File: src/rtl/rsmp_pkg.sv
package rsmp_pkg;

    localparam int SLOTS       = 64;
    localparam int WEIGHT_BITS = 16;

    // index into the weight store and slot counter
    localparam int IDX_W = $clog2(SLOTS);
    // fill count, must hold SLOTS itself
    localparam int CNT_W = $clog2(SLOTS + 1);
    // cumulative sum and threshold carry one integer bit
    localparam int SUM_W = WEIGHT_BITS + 1;
    // remainder of the threshold step, always below SLOTS, plus a carry bit
    localparam int REM_W = IDX_W + 1;

    localparam longint unsigned ONE_UNIT = 64'd1 << WEIGHT_BITS;
    localparam longint unsigned STEP_Q   = ONE_UNIT / SLOTS;
    localparam longint unsigned STEP_R   = ONE_UNIT % SLOTS;

    localparam logic [SUM_W-1:0] SUM_MAX = {SUM_W{1'b1}};

    typedef struct packed {
        logic [15:0] weight;
        logic [9:0]  offset;
        logic        last_weight;
    } rsmp_in_t;

    typedef struct packed {
        logic [5:0] source_index;
        logic [5:0] slot_index;
        logic       last_slot;
    } rsmp_out_t;

    // walk start command from the load side
    typedef struct packed {
        logic             start;
        logic [9:0]       offset;
        logic [IDX_W-1:0] top;
    } rsmp_start_t;

    // read request into the weight store
    typedef struct packed {
        logic             en;
        logic [IDX_W-1:0] addr;
    } rsmp_rd_req_t;

    // write request into the weight store
    typedef struct packed {
        logic                   en;
        logic [IDX_W-1:0]       addr;
        logic [WEIGHT_BITS-1:0] data;
    } rsmp_wr_req_t;

endpackage

File: src/rtl/rsmp_wstore.sv
module rsmp_wstore
    import rsmp_pkg::*;
(
    input  logic                   aclk,
    input  rsmp_wr_req_t           wr_req,
    input  rsmp_rd_req_t           rd_req,
    output logic [WEIGHT_BITS-1:0] rd_data
);

    logic [WEIGHT_BITS-1:0] mem [SLOTS];
    logic [WEIGHT_BITS-1:0] rd_data_reg;

    always_ff @(posedge aclk) begin
        if (wr_req.en) begin
            mem[wr_req.addr] <= wr_req.data;
        end
    end

    always_ff @(posedge aclk) begin
        if (rd_req.en) begin
            rd_data_reg <= mem[rd_req.addr];
        end
    end

    assign rd_data = rd_data_reg;

endmodule

File: src/rtl/rsmp_walk.sv
module rsmp_walk
    import rsmp_pkg::*;
(
    input  logic                   aclk,
    input  logic                   aresetn,
    input  rsmp_start_t            start,
    output logic                   busy,
    output rsmp_rd_req_t           rd_req,
    input  logic [WEIGHT_BITS-1:0] rd_data,
    output logic                   m_valid,
    input  logic                   m_ready,
    output rsmp_out_t              m_data
);

    localparam logic [2:0] W_IDLE = 3'd0;
    localparam logic [2:0] W_RD0  = 3'd1;
    localparam logic [2:0] W_INIT = 3'd2;
    localparam logic [2:0] W_CMP  = 3'd3;
    localparam logic [2:0] W_ADD  = 3'd4;

    localparam logic [WEIGHT_BITS-1:0] Q_STEP = WEIGHT_BITS'(STEP_Q);
    localparam logic [REM_W-1:0]       R_STEP = REM_W'(STEP_R);
    localparam logic [REM_W-1:0]       R_WRAP = REM_W'(SLOTS);
    localparam logic [IDX_W-1:0]       N_LAST = IDX_W'(SLOTS - 1);

    logic [2:0]             state_reg, state_next;
    logic [IDX_W-1:0]       idx_reg, idx_next;
    logic [IDX_W-1:0]       top_reg, top_next;
    logic [IDX_W-1:0]       n_reg, n_next;
    logic [SUM_W-1:0]       sum_reg, sum_next;
    logic [9:0]             offset_reg, offset_next;
    logic [WEIGHT_BITS-1:0] base_reg, base_next;
    logic [REM_W-1:0]       rem_reg, rem_next;
    logic                   m_valid_reg, m_valid_next;
    rsmp_out_t              m_data_reg, m_data_next;

    logic [SUM_W-1:0]       thr;
    logic [SUM_W:0]         sum_add;
    logic [REM_W-1:0]       rem_add;
    logic                   out_free;
    logic                   advance;

    assign thr      = SUM_W'(offset_reg) + SUM_W'(base_reg);
    assign sum_add  = {1'b0, sum_reg} + (SUM_W + 1)'(rd_data);
    assign rem_add  = rem_reg + R_STEP;
    assign out_free = !m_valid_reg || m_ready;
    assign advance  = (thr > sum_reg) && (idx_reg != top_reg);

    always_comb begin
        state_next   = state_reg;
        idx_next     = idx_reg;
        top_next     = top_reg;
        n_next       = n_reg;
        sum_next     = sum_reg;
        offset_next  = offset_reg;
        base_next    = base_reg;
        rem_next     = rem_reg;
        m_valid_next = m_valid_reg && !m_ready;
        m_data_next  = m_data_reg;
        rd_req.en    = 1'b0;
        rd_req.addr  = idx_reg;

        unique case (state_reg)
            W_IDLE: begin
                if (start.start) begin
                    offset_next = start.offset;
                    top_next    = start.top;
                    idx_next    = '0;
                    n_next      = '0;
                    base_next   = '0;
                    rem_next    = '0;
                    state_next  = W_RD0;
                end
            end
            W_RD0: begin
                rd_req.en   = 1'b1;
                rd_req.addr = '0;
                state_next  = W_INIT;
            end
            W_INIT: begin
                sum_next   = SUM_W'(rd_data);
                state_next = W_CMP;
            end
            W_CMP: begin
                if (advance) begin
                    rd_req.en   = 1'b1;
                    rd_req.addr = idx_reg + 1'b1;
                    idx_next    = idx_reg + 1'b1;
                    state_next  = W_ADD;
                end else if (out_free) begin
                    m_valid_next             = 1'b1;
                    m_data_next.source_index = 6'(idx_reg);
                    m_data_next.slot_index   = 6'(n_reg);
                    m_data_next.last_slot    = (n_reg == N_LAST);
                    n_next = n_reg + 1'b1;
                    // next threshold base: floor((n+1) * one / SLOTS)
                    if (rem_add >= R_WRAP) begin
                        rem_next  = rem_add - R_WRAP;
                        base_next = base_reg + Q_STEP + 1'b1;
                    end else begin
                        rem_next  = rem_add;
                        base_next = base_reg + Q_STEP;
                    end
                    if (n_reg == N_LAST) begin
                        state_next = W_IDLE;
                    end
                end
            end
            W_ADD: begin
                sum_next   = sum_add[SUM_W] ? SUM_MAX : sum_add[SUM_W-1:0];
                state_next = W_CMP;
            end
            default: begin
                state_next = W_IDLE;
            end
        endcase
    end

    always_ff @(posedge aclk) begin
        if (!aresetn) begin
            state_reg   <= W_IDLE;
            m_valid_reg <= 1'b0;
            idx_reg     <= '0;
            sum_reg     <= '0;
            n_reg       <= '0;
        end else begin
            state_reg   <= state_next;
            m_valid_reg <= m_valid_next;
            idx_reg     <= idx_next;
            sum_reg     <= sum_next;
            n_reg       <= n_next;
        end
    end

    always_ff @(posedge aclk) begin
        top_reg    <= top_next;
        offset_reg <= offset_next;
        base_reg   <= base_next;
        rem_reg    <= rem_next;
        m_data_reg <= m_data_next;
    end

    assign busy    = (state_reg != W_IDLE);
    assign m_valid = m_valid_reg;
    assign m_data  = m_data_reg;

endmodule

File: src/rtl/systematic_resampler_top.sv
// channel   direction  payload                                   handshake
// s_        in         weight, offset, last_weight (rsmp_in_t)   s_valid / s_ready
// m_        out        source_index, slot_index, last_slot       m_valid / m_ready
//
// a weight beat without the last flag is taken as one store write while the store is not full
// a last beat starts the walk: entry 0 is fetched (store read, then sum load),
// then each slot is emitted from the compare state when the result register is
// free; each step of the walk is a store read, then an add, on the single read port
// s_ready is low while the walk runs; the result register decouples m_ready
// aresetn is synchronous, active low; it clears the fill count and walker control
module systematic_resampler_top
    import rsmp_pkg::*;
(
    input  logic      aclk,
    input  logic      aresetn,
    input  logic      s_valid,
    output logic      s_ready,
    input  rsmp_in_t  s_data,
    output logic      m_valid,
    input  logic      m_ready,
    output rsmp_out_t m_data
);

    logic [CNT_W-1:0]       load_count_reg, load_count_next;
    logic                   full;
    logic                   s_fire;
    logic                   walk_busy;
    rsmp_wr_req_t           wr_req;
    rsmp_rd_req_t           rd_req;
    rsmp_start_t            start;
    logic [WEIGHT_BITS-1:0] rd_data;

    // loading and walking never overlap: s_ready is low while the walker holds
    // the store read port, so no forwarding between write and read is needed
    assign s_ready = !walk_busy;
    assign s_fire  = s_valid && s_ready;
    assign full    = (load_count_reg == CNT_W'(SLOTS));

    // weights beyond a full store are dropped
    assign wr_req.en   = s_fire && !full;
    assign wr_req.addr = load_count_reg[IDX_W-1:0];
    assign wr_req.data = s_data.weight[WEIGHT_BITS-1:0];

    // top = index of the last loaded entry, counting this beat
    assign start.start  = s_fire && s_data.last_weight;
    assign start.offset = s_data.offset;
    assign start.top    = full ? IDX_W'(SLOTS - 1) : load_count_reg[IDX_W-1:0];

    always_comb begin
        load_count_next = load_count_reg;
        if (s_fire) begin
            if (s_data.last_weight) begin
                // the set is closed, the next beat starts a new one
                load_count_next = '0;
            end else if (!full) begin
                load_count_next = load_count_reg + 1'b1;
            end
        end
    end

    always_ff @(posedge aclk) begin
        if (!aresetn) begin
            load_count_reg <= '0;
        end else begin
            load_count_reg <= load_count_next;
        end
    end

    rsmp_wstore u_wstore (
        .aclk    (aclk),
        .wr_req  (wr_req),
        .rd_req  (rd_req),
        .rd_data (rd_data)
    );

    rsmp_walk u_walk (
        .aclk    (aclk),
        .aresetn (aresetn),
        .start   (start),
        .busy    (walk_busy),
        .rd_req  (rd_req),
        .rd_data (rd_data),
        .m_valid (m_valid),
        .m_ready (m_ready),
        .m_data  (m_data)
    );

endmodule
File: config.mk
export PLATFORM = sky130hd
export DESIGN_NAME = systematic_resampler_top
export DESIGN_NICKNAME = d
export VERILOG_FILES = /design/src/rtl/rsmp_pkg.sv /design/src/rtl/rsmp_wstore.sv /design/src/rtl/rsmp_walk.sv /design/src/rtl/systematic_resampler_top.sv
export SDC_FILE = /design/constraint.sdc
export NUM_CORES = 2
export LEC_CHECK = 0
export BUFFER_PORTS_ARGS = -buffer_cell sky130_fd_sc_hd__buf_2
export CAP_MARGIN = 20
export CORE_ASPECT_RATIO = 1.25
export CORE_MARGIN = 2
export CORE_UTILIZATION = 44
export CTS_CLUSTER_DIAMETER = 120
export DETAILED_ROUTE_END_ITERATION = 7
export GPL_TIMING_DRIVEN = 0
export PLACE_DENSITY = 0.59
export SYNTH_ARGS = -nofsm -noshare
export SYNTH_HDL_FRONTEND = slang
export SYNTH_SLANG_ARGS = --single-unit
File: constraint.sdc
create_clock -name aclk -period 16.4 [get_ports aclk]
set_input_delay 3.28 -clock aclk [delete_from_list [all_inputs] [get_ports aclk]]
set_output_delay 3.28 -clock aclk [all_outputs]
set_load 0.02 [all_outputs]
==> results.py <==
metrics = {
    "worst_hold_path": {
        "worst_hold_path.num_cells": 0,
        "holdCritPathClass": "reg -> reg",
    },
    "worst_setup_path": {
        "worstSetupPathType": "reg -> reg",
        "crit_cells": 29,
        "reg2reg_path_depth": 29,
        "critical_path.n_buffers_inverters": 4,
        "cpLargestDelayFamily": "compound AO/OA/AOI/OAI gates",
        "crit_path_end_kind": "flop",
        "worst_path_largest_cell_delay_ns": 0.88,
        "start_kind": "flop",
        "critical_path_rt_ns": 16.83,
        "most_frequent_cell_on_critical_path": "sky130_fd_sc_hd__o21ai_0",
        "path_max_fanout": 10,
        "worstPathArrival_ns": 8.75,
        "critPathSlowestCell": "sky130_fd_sc_hd__clkbuf_1",
    },
    "clock_network": {
        "cts_root_buffer": "sky130_fd_sc_hd__clkbuf_16",
        "clk-insertion-delay-late_ns": 0.75,
        "post_cts_resize_count": 0,
        "tritoncts": "yes",
        "post_cts_setup_bufs": 0,
        "cts.hold.buffers_added": 0,
        "h-tree-depth": 3,
        "cts_buffers": 109,
        "clock_path_buffers": 3,
        "cts.clk_slew.worst_paths_ns": 0.06,
        "clock_sinks": 1126,
    },
    "sta": {
        "layout_worst_path_cycle_share_pct": 50.7,
        "final-hold-violation-count": 0,
        "finalSetupViolations": 0,
        "timing.slew.headroom_pct": 23.8,
        "timing.final.ws_setup_ns": 8.09,
        "setup_tns_ns": 0,
        "max_clock_freq_ghz": 0.120,
        "finalClockSkew_ns": 0.0379,
        "setup_repair_after_global_routing_missed_its_margin": "false",
        "final.min_clock_period_ns": 8.31,
        "timing_max_transition_violations_final": 0,
        "tightestPinTransition_ns": 1.14,
    },
    "synth": {
        "synth.distinct_cells": 63,
        "ys_top_cells_by_area": "sky130_fd_sc_hd__edfxtp_1 (70%), sky130_fd_sc_hd__nand2_1 (8.8%), sky130_fd_sc_hd__nand3_1 (2.9%), sky130_fd_sc_hd__a311oi_1 (2.4%), sky130_fd_sc_hd__and3_1 (1.8%)",
        "ys.warnings.count": 0,
        "syn_avg_cell_area_um2": 12.6,
        "yosysTopAreaCell": "sky130_fd_sc_hd__edfxtp_1",
        "mappedNetlistNets": 3775,
        "syn_area_um2": 46500,
        "ys_ff_latch": 1126,
        "asyncSetResetFlopFracSynth_pct": 0,
        "synthDominantCellAreaShare_pct": 70.1,
        "dominantRegCellSynth": "sky130_fd_sc_hd__edfxtp_1",
        "synth_enable_flop_cells": 1086,
        "yosysSeqAreaShare_pct": 71.8,
        "postSynthCellCount": 3692,
    },
    "global_routing": {
        "antenna_violations_before_repair": 2,
        "wire_length_of_the_first_global_routing_pass_mm": 200,
        "global_route.usage.total_pct": 25.6,
        "grt_start_max_net_pins": 65,
        "first_global_vias": 29700,
        "grt_overflow_total": 0,
    },
    "drt": {
        "post_drt_wl_per_cell_um": 25.8,
        "dr.first_iter.drc_count": 3537,
        "drc_errors": 0,
        "vias_per_cell": 5.72,
        "firstDrtPassIters": 6,
        "num_vias": 30900,
        "drt_wl_total_mm": 140,
        "drt.antenna.violating_nets": 0,
    },
    "floorplan": {
        "fp-row-count": 133,
        "floorplan.die.width_um": 295,
        "fp.dieArea_um2": 108000,
        "ioPinCount": 46,
        "design.core.area_um2": 105000,
        "fp.dieH_um": 368,
        "initial_cell_density_of_the_core_pct": 44.3,
    },
    "outcome": {
        "outcome": "finished clean",
    },
    "pwr": {
        "irDropWorstVdd_uv": 85.8,
        "cellPowerDensity_nw_per_um2": 126,
        "leakagePower_uw": 0.0182,
    },
    "cells_and_area": {
        "final_net_count": 3987,
        "drive_gt1_share_pct": 10.1,
        "largest_register_ffs": 1024,
        "areaGrowthSynthToFinish_pct": 14.2,
        "fillers": 8870,
    },
    "job": {
        "max_cap_violations": 0,
    },
    "placed_design": {
        "gpl.final_weighted_congestion": 0.939,
        "dp_slack_ns": 8.21,
        "post-dp-hpwl_mm": 94.2,
        "port_buffers": 45,
    },
}
Yosys cell counts (44+ instances only):
master                        n
sky130_fd_sc_hd__a31oi_1    123
sky130_fd_sc_hd__nor2_1     121
sky130_fd_sc_hd__inv_1       44
sky130_fd_sc_hd__buf_2       61
sky130_fd_sc_hd__ha_1        50
sky130_fd_sc_hd__a311oi_1   129
sky130_fd_sc_hd__and3_1     135
sky130_fd_sc_hd__o22ai_1     61
sky130_fd_sc_hd__nand2_1   1093
sky130_fd_sc_hd__edfxtp_1  1086
sky130_fd_sc_hd__nand3_1    273
sky130_fd_sc_hd__clkbuf_1   133
per-layer routing:
metal / wire, µm / global-route usage, % / part of all wire [%] / up-vias
li1: - / - / - / 14000
met1: 52600 / 31.9 / 38 / 15300
met2: 69700 / 43.6 / 50 / 1368
met3: 10000 / 3.57 / 7.2 / 278
met4: 7260 / 12.8 / 5.2 / 2
met5: 13 / 0 / 0.0093 / -
through the flow:
stage	hold WS (ns)	area [µm²]	std cells	power [µW]	util, %
CTS	0.434	53100	5407	6680	50.6
floorplan	0.403	46500	3692	3830	-
global placement	0.412	48500	5154	4180	46.2
finish	0.433	53100	5410	6670	50.6
global route	0.449	53100	5407	6860	50.6
detailed placement	0.420	49600	5210	4210	47.2
final cells by class:
cell class,instances,area (µm²),area share [%]
Antenna cell,3,7.51,0.0141
Buffer,236,1040,1.95
Clock buffer,132,2840,5.34
Clock inverter,65,701,1.32
Inverter,44,165,0.311
Multi-Input combinational cell,2286,12100,22.7
Sequential cell,1126,33400,62.9
Tap cell,1417,1770,3.34
Timing Repair Buffer,101,1140,2.15
layout by cell type, fill, tap and decap left out, types with 36 or more instances in the layout:
cell,synthesis,final
sky130_fd_sc_hd__a311oi_1,129,129
sky130_fd_sc_hd__a31oi_1,123,123
sky130_fd_sc_hd__and3_1,135,135
sky130_fd_sc_hd__buf_2,61,94
sky130_fd_sc_hd__buf_8,0,40
sky130_fd_sc_hd__clkbuf_1,133,155
sky130_fd_sc_hd__clkbuf_16,0,110
sky130_fd_sc_hd__dfxtp_1,40,40
sky130_fd_sc_hd__edfxtp_1,1086,1086
sky130_fd_sc_hd__ha_1,50,50
sky130_fd_sc_hd__inv_1,44,44
sky130_fd_sc_hd__nand2_1,1093,1093
sky130_fd_sc_hd__nand3_1,273,273
sky130_fd_sc_hd__nor2_1,121,62
sky130_fd_sc_hd__nor2_2,0,59
sky130_fd_sc_hd__o22ai_1,61,61
sky130_fd_sc_hd__xnor2_1,36,36
logic make-up (layout without fill, tap and decap cells):
group | count (synthesis) | after routing | synth area share, %
simple gates | 1721 | 1721 | 15.9
flops | 1126 | 1126 | 71.8
other cells | 0 | 3 | 0
compound gates | 437 | 437 | 6.78
xor+xnor | 57 | 57 | 1.07
fa+ha+maj | 52 | 52 | 1.43
buf+inv | 280 | 578 | 2.58
mux | 19 | 19 | 0.422
power by group:
part / leakage (µW) / total (µW) / internal [µW] / switching (µW)
clock: 0.00172 / 2510 / 1410 / 1100
sequential: 0.0101 / 3270 / 3230 / 40.0
combinational: 0.00635 / 886 / 277 / 608
total: 0.0182 / 6670 / 4920 / 1750
final timing paths:
path                                          from                            end  slack, ns
setup / recovery  u_walk.base_reg[0]$_SDFFCE_PN0P_  u_wstore.rd_data[1]$_DFFE_PP_       8.09
hold / removal      u_walk.idx_reg[4]$_SDFFE_PN0P_    u_walk.m_data[11]$_DFFE_PP_       0.43
setup reg to reg  u_walk.base_reg[0]$_SDFFCE_PN0P_  u_wstore.rd_data[1]$_DFFE_PP_       8.09
hold reg to reg     u_walk.idx_reg[4]$_SDFFE_PN0P_    u_walk.m_data[11]$_DFFE_PP_       0.43
(Power assumes the default switching activity.)
